File: src/sv/mse_regfile.sv
`timescale 1ns / 1ps
// Register file: 32 x 32 synchronous memory with two registered read ports.
// Valid bits give the all-zero reset; depends on nothing else.
module mse_regfile (
  input  logic        clk_i,
  input  logic        rst_ni,
  input  logic        re_i,
  input  logic [4:0]  raddr_a_i,
  input  logic [4:0]  raddr_b_i,
  output logic [31:0] rdata_a_o,
  output logic [31:0] rdata_b_o,
  input  logic        we_i,
  input  logic [4:0]  waddr_i,
  input  logic [31:0] wdata_i
);

  logic [31:0] mem [32];
  logic [31:0] vld_q;
  logic [31:0] rdata_a_q;
  logic [31:0] rdata_b_q;
  logic        wr;

  assign wr = we_i && (waddr_i != 5'd0);

  always_ff @(posedge clk_i or negedge rst_ni) begin
    if (!rst_ni) begin
      vld_q <= '0;
    end else if (wr) begin
      vld_q[waddr_i] <= 1'b1;
    end
  end

  always_ff @(posedge clk_i) begin
    if (wr) begin
      mem[waddr_i] <= wdata_i;
    end
  end

  always_ff @(posedge clk_i) begin
    if (re_i) begin
      if (wr && (waddr_i == raddr_a_i)) begin
        rdata_a_q <= wdata_i;
      end else begin
        rdata_a_q <= vld_q[raddr_a_i] ? mem[raddr_a_i] : 32'd0;
      end
      if (wr && (waddr_i == raddr_b_i)) begin
        rdata_b_q <= wdata_i;
      end else begin
        rdata_b_q <= vld_q[raddr_b_i] ? mem[raddr_b_i] : 32'd0;
      end
    end
  end

  assign rdata_a_o = rdata_a_q;
  assign rdata_b_o = rdata_b_q;

endmodule

File: config.mk
export PLATFORM = sky130hd
export DESIGN_NAME = mse_regfile
export DESIGN_NICKNAME = d
export VERILOG_FILES = /design/src/sv/mse_regfile.sv
export SDC_FILE = /design/constraint.sdc
export NUM_CORES = 2
export LEC_CHECK = 0
export BUFFER_PORTS_ARGS = -buffer_cell sky130_fd_sc_hd__buf_2
export CAP_MARGIN = 0
export CORE_MARGIN = 2
export CORE_UTILIZATION = 55
export CTS_CLUSTER_SIZE = 14
export DETAILED_ROUTE_END_ITERATION = 6
export PLACE_DENSITY = 0.72
export SLEW_MARGIN = 20
export SYNTH_ARGS = -nofsm -noshare
export SYNTH_HDL_FRONTEND = slang
export SYNTH_SLANG_ARGS = --single-unit
File: constraint.sdc
create_clock -name clk_i -period 4.8 [get_ports clk_i]
set_input_delay 0.48 -clock clk_i [delete_from_list [all_inputs] [get_ports clk_i]]
set_output_delay 0.48 -clock clk_i [all_outputs]
set_load 0.005 [all_outputs]
==> run metrics <==
CTS Buf Count=110; Syn Inst Count=2,461; area leader, netlist=edfxtp_1; Setup Skew=0.0262 ns; Initial Utilization=55.4%; PnR Total Power=22.0 mW; cell repeated most along the worst path=or3_1; DRT antenna net count=0; Critical Path Max Stage Delay=0.96 ns; Die Footprint=96,200 um2; Slew HR=26.2%; Post-synth EDFFs=1,088; Critical Path Start Type=primary input; cell-internal power=17.1 mW; worst ir drop on vdd=293 uV; largest delay contributor family on the critical path=simple AND/OR/NAND/NOR gates; Comb power frac=8.8%; Final Critical Period=2.79 ns; fin crit share=58.1%; worst-skew pair later-pin latency=0.70 ns; WL final=143,000 um; Peak Freq=358 MHz; Synth area leaders=edfxtp_1 (63%), mux4_2 (23%), mux2i_1 (2.8%); Fin. Hold Viols=0; Rows=112; maxcap violations=0; status=finished, final reports clean; crit path kind=primary input to register; Overflow after GRT=0; DR vias=28,184; worst path cell trace=buf_2 -> or3_1 -> o31ai_2 -> or3_1 -> nor2_4 -> buf_4; DRT iter0 DRCs=4,016; Yosys top cell area share=63.4%; CP endpoint kind=register; I/O Buffers=114; Fin Setup TNS=0 ns; pin count of the biggest net entering global routing=87; final-report setup violation count=0; post-route design area=57,500 um2; sequential area share after synthesis=64.9%; Lkg Pwr=18.5 nW; Post-synth ARST share=2.86%; switching power=4.90 mW; routability cong.=0.842; drt wl/cell=36.2 um; FF-to-FF setup slack=2.03 ns; vias in the first global route=29,071; clock share of power=40.7%; post-route insts no fill=3,947; post-DP HPWL=80,100 um; via/cell ratio=7.14; Max Transition Viols Final=0; Placed Instances=3,742; CTS Buffer Depth=3; placed instance area=53,700 um2; DRC Markers=0; CP Data Required Time=5.16 ns; flops & latches, synth=1,120; DR pass1 iterations=5; initial antenna violation count=10; pwr dens=384 nW/um2; die width=310 um; Synth Flop Type=edfxtp_1; Nets=2,654; # IOs=115; clock sinks=1,120; global-route wire length before repair=206,000 um; H-Tree Depth=3; count of cell types in the netlist=43; Root Driver=clkbuf_16; setup bufs post-CTS=0; crit-path max FO=18; Seq pwr share=50.5%; layout cell share with drive strength beyond 1=35.4%; switching share of power=22.2%; CTS tree=built; Core Area=93,000 um2; Synth Area per Inst=21.0 um2; area added between synthesis and finish=11.5%; RSZ-0062 raised after global routing=false; Worst Tran Pin Value=1.10 ns; height of the die=310 um; Slowest-stage cell, CP=nor2_4; synthesized area=51,600 um2; data arrival time at the worst-slack endpoint=3.15 ns; min-delay worst type=primary input to register; Reg clk slew, reported paths=0.06 ns; Tot GR Track Use=30.5%; yosys warns=0; Critical path buffers and inverters=2
worst paths after layout:
| kind | start | cells after the start | to |
|---|---|---|---|
| setup / recovery | waddr_i[2] | 6 | mem[8][7] |
| hold / removal | wdata_i[16] | 1 | mem[4][16] |
| setup reg to reg | vld_q[31] | 6 | rdata_b_o[24] |
| hold reg to reg | vld_q[0] | 0 | vld_q[0] |
| max in group asynchronous | rst_ni | 2 | vld_q[28] |
| min in group asynchronous | rst_ni | 2 | vld_q[7] |
Yosys cell counts (2+ instances only):
library cell  instances
clkbuf_1             56
xor2_1                4
buf_12                8
nor4_1                2
o21ai_1              64
or2_2                26
o21bai_1              2
a211oi_1              8
nor2b_1               4
or2_1                 7
a41oi_1               2
edfxtp_1           1088
buf_8                 4
nand2b_1              2
a211o_1               8
xnor2_1               6
a21oi_1              56
nand2_1              78
nand3b_1              8
a221oi_1             32
dfrtp_1              32
nor3_1                5
buf_1                13
o32a_1                8
or3b_2                3
o22ai_1              56
buf_4                31
or3_1                 2
buf_6                21
nand3_1               7
o221ai_1              2
buf_2                61
nor2_1               35
and2_1                2
mux2i_1             144
mux4_2              533
mux4_1               35
per-layer routing:
| metal | vias up | share of wire (%) | global-route usage, % | routed length [um] |
|---|---|---|---|---|
| met1 | 14998 | 37 | 41.6 | 52300 |
| met3 | 374 | 9.9 | 6.31 | 14100 |
| met5 | - | 0.051 | 0 | 73 |
| li1 | 11006 | - | - | - |
| met2 | 1794 | 49 | 48.7 | 70000 |
| met4 | 12 | 4.4 | 12.8 | 6230 |
worst register-to-register path, cell delays in order, from the launching register on:
cell and delay, ns:
dfrtp_1 0.39, mux4_2 0.48, o221ai_1 0.24, nor3_1 0.11, o21bai_4 0.71, buf_4 0.34
o21ai_1 0.18
power groups by stage:
stage | clock (mW) | combinational, mW | sequential [mW]
final | 8.97 | 1.94 | 11.1
after global routing | 9.42 | 2.03 | 11.2
after CTS | 9.05 | 1.93 | 11.1
after global placement | 0 | 1.89 | 11.3
after detailed placement | 0 | 1.93 | 11.3
after floorplan | 0 | 1.25 | 11.3
stage by stage:
step	hold slack (ns)	worst slack (ns)	util (%)
after global routing	0.325	1.96	61.8
after detailed placement	0.387	1.30	57.7
after CTS	0.275	2.03	61.7
after floorplan	0.184	1.66	-
final	0.309	2.01	61.8
after global placement	0.377	1.36	57.7
flip-flops by register name, indices dropped and copies added (netlist names):
name	cells
rdata_a_o	32
vld_q	32
rdata_b_o	32
mem	1024
kinds of logic after synthesis:
| logic type | after synthesis | share of synthesized area (%) |
|---|---|---|
| buffers and inverters | 197 | 2.46 |
| AND/OR/NAND/NOR | 182 | 1.67 |
| flip-flops | 1120 | 64.9 |
| XOR/XNOR | 10 | 0.170 |
| other | 1 | 0.00727 |
| multiplexers | 712 | 27.9 |
| AO/OA/AOI/OAI | 239 | 2.92 |
layout by cell type (no fill, tap or decap), types with 4 or more instances in the layout:
master / n
conb_1: 32
clkbuf_16: 110
dfrtp_1: 32
a211o_1: 8
mux2i_1: 144
a21oi_1: 56
nor2b_1: 4
buf_8: 4
nand3_1: 7
buf_2: 105
clkinv_1: 18
o22ai_1: 56
a221oi_1: 32
o21ai_1: 64
xor2_1: 4
o32a_1: 8
clkbuf_1: 22
mux4_1: 35
edfxtp_1: 1088
xnor2_1: 6
buf_4: 63
clkinv_2: 19
mux4_2: 533
nor2_4: 31
or2_2: 26
buf_12: 17
nor3_1: 5
clkinvlp_4: 4
nor2_1: 4
nand3b_1: 8
or2_1: 7
bufinv_16: 20
a211oi_1: 8
nand2_1: 76
cell type report:
cell class,count,area (um2)
timing repair buffer,194,1490
clock inverter,65,858
multi-input combinational,1175,17200
tap,1254,1570
sequential,1120,33500
clock buffer,134,2860
inverter,2,7.51
fill,6386,35600
antenna,3,7.51
repair_timing:
item | CTS | global route
resized for setup | 0 | 0
hold buffers | 1 | 0
endpoints found under the hold margin | 32 | 0
Note: power is estimated with default switching activity, not from simulation.
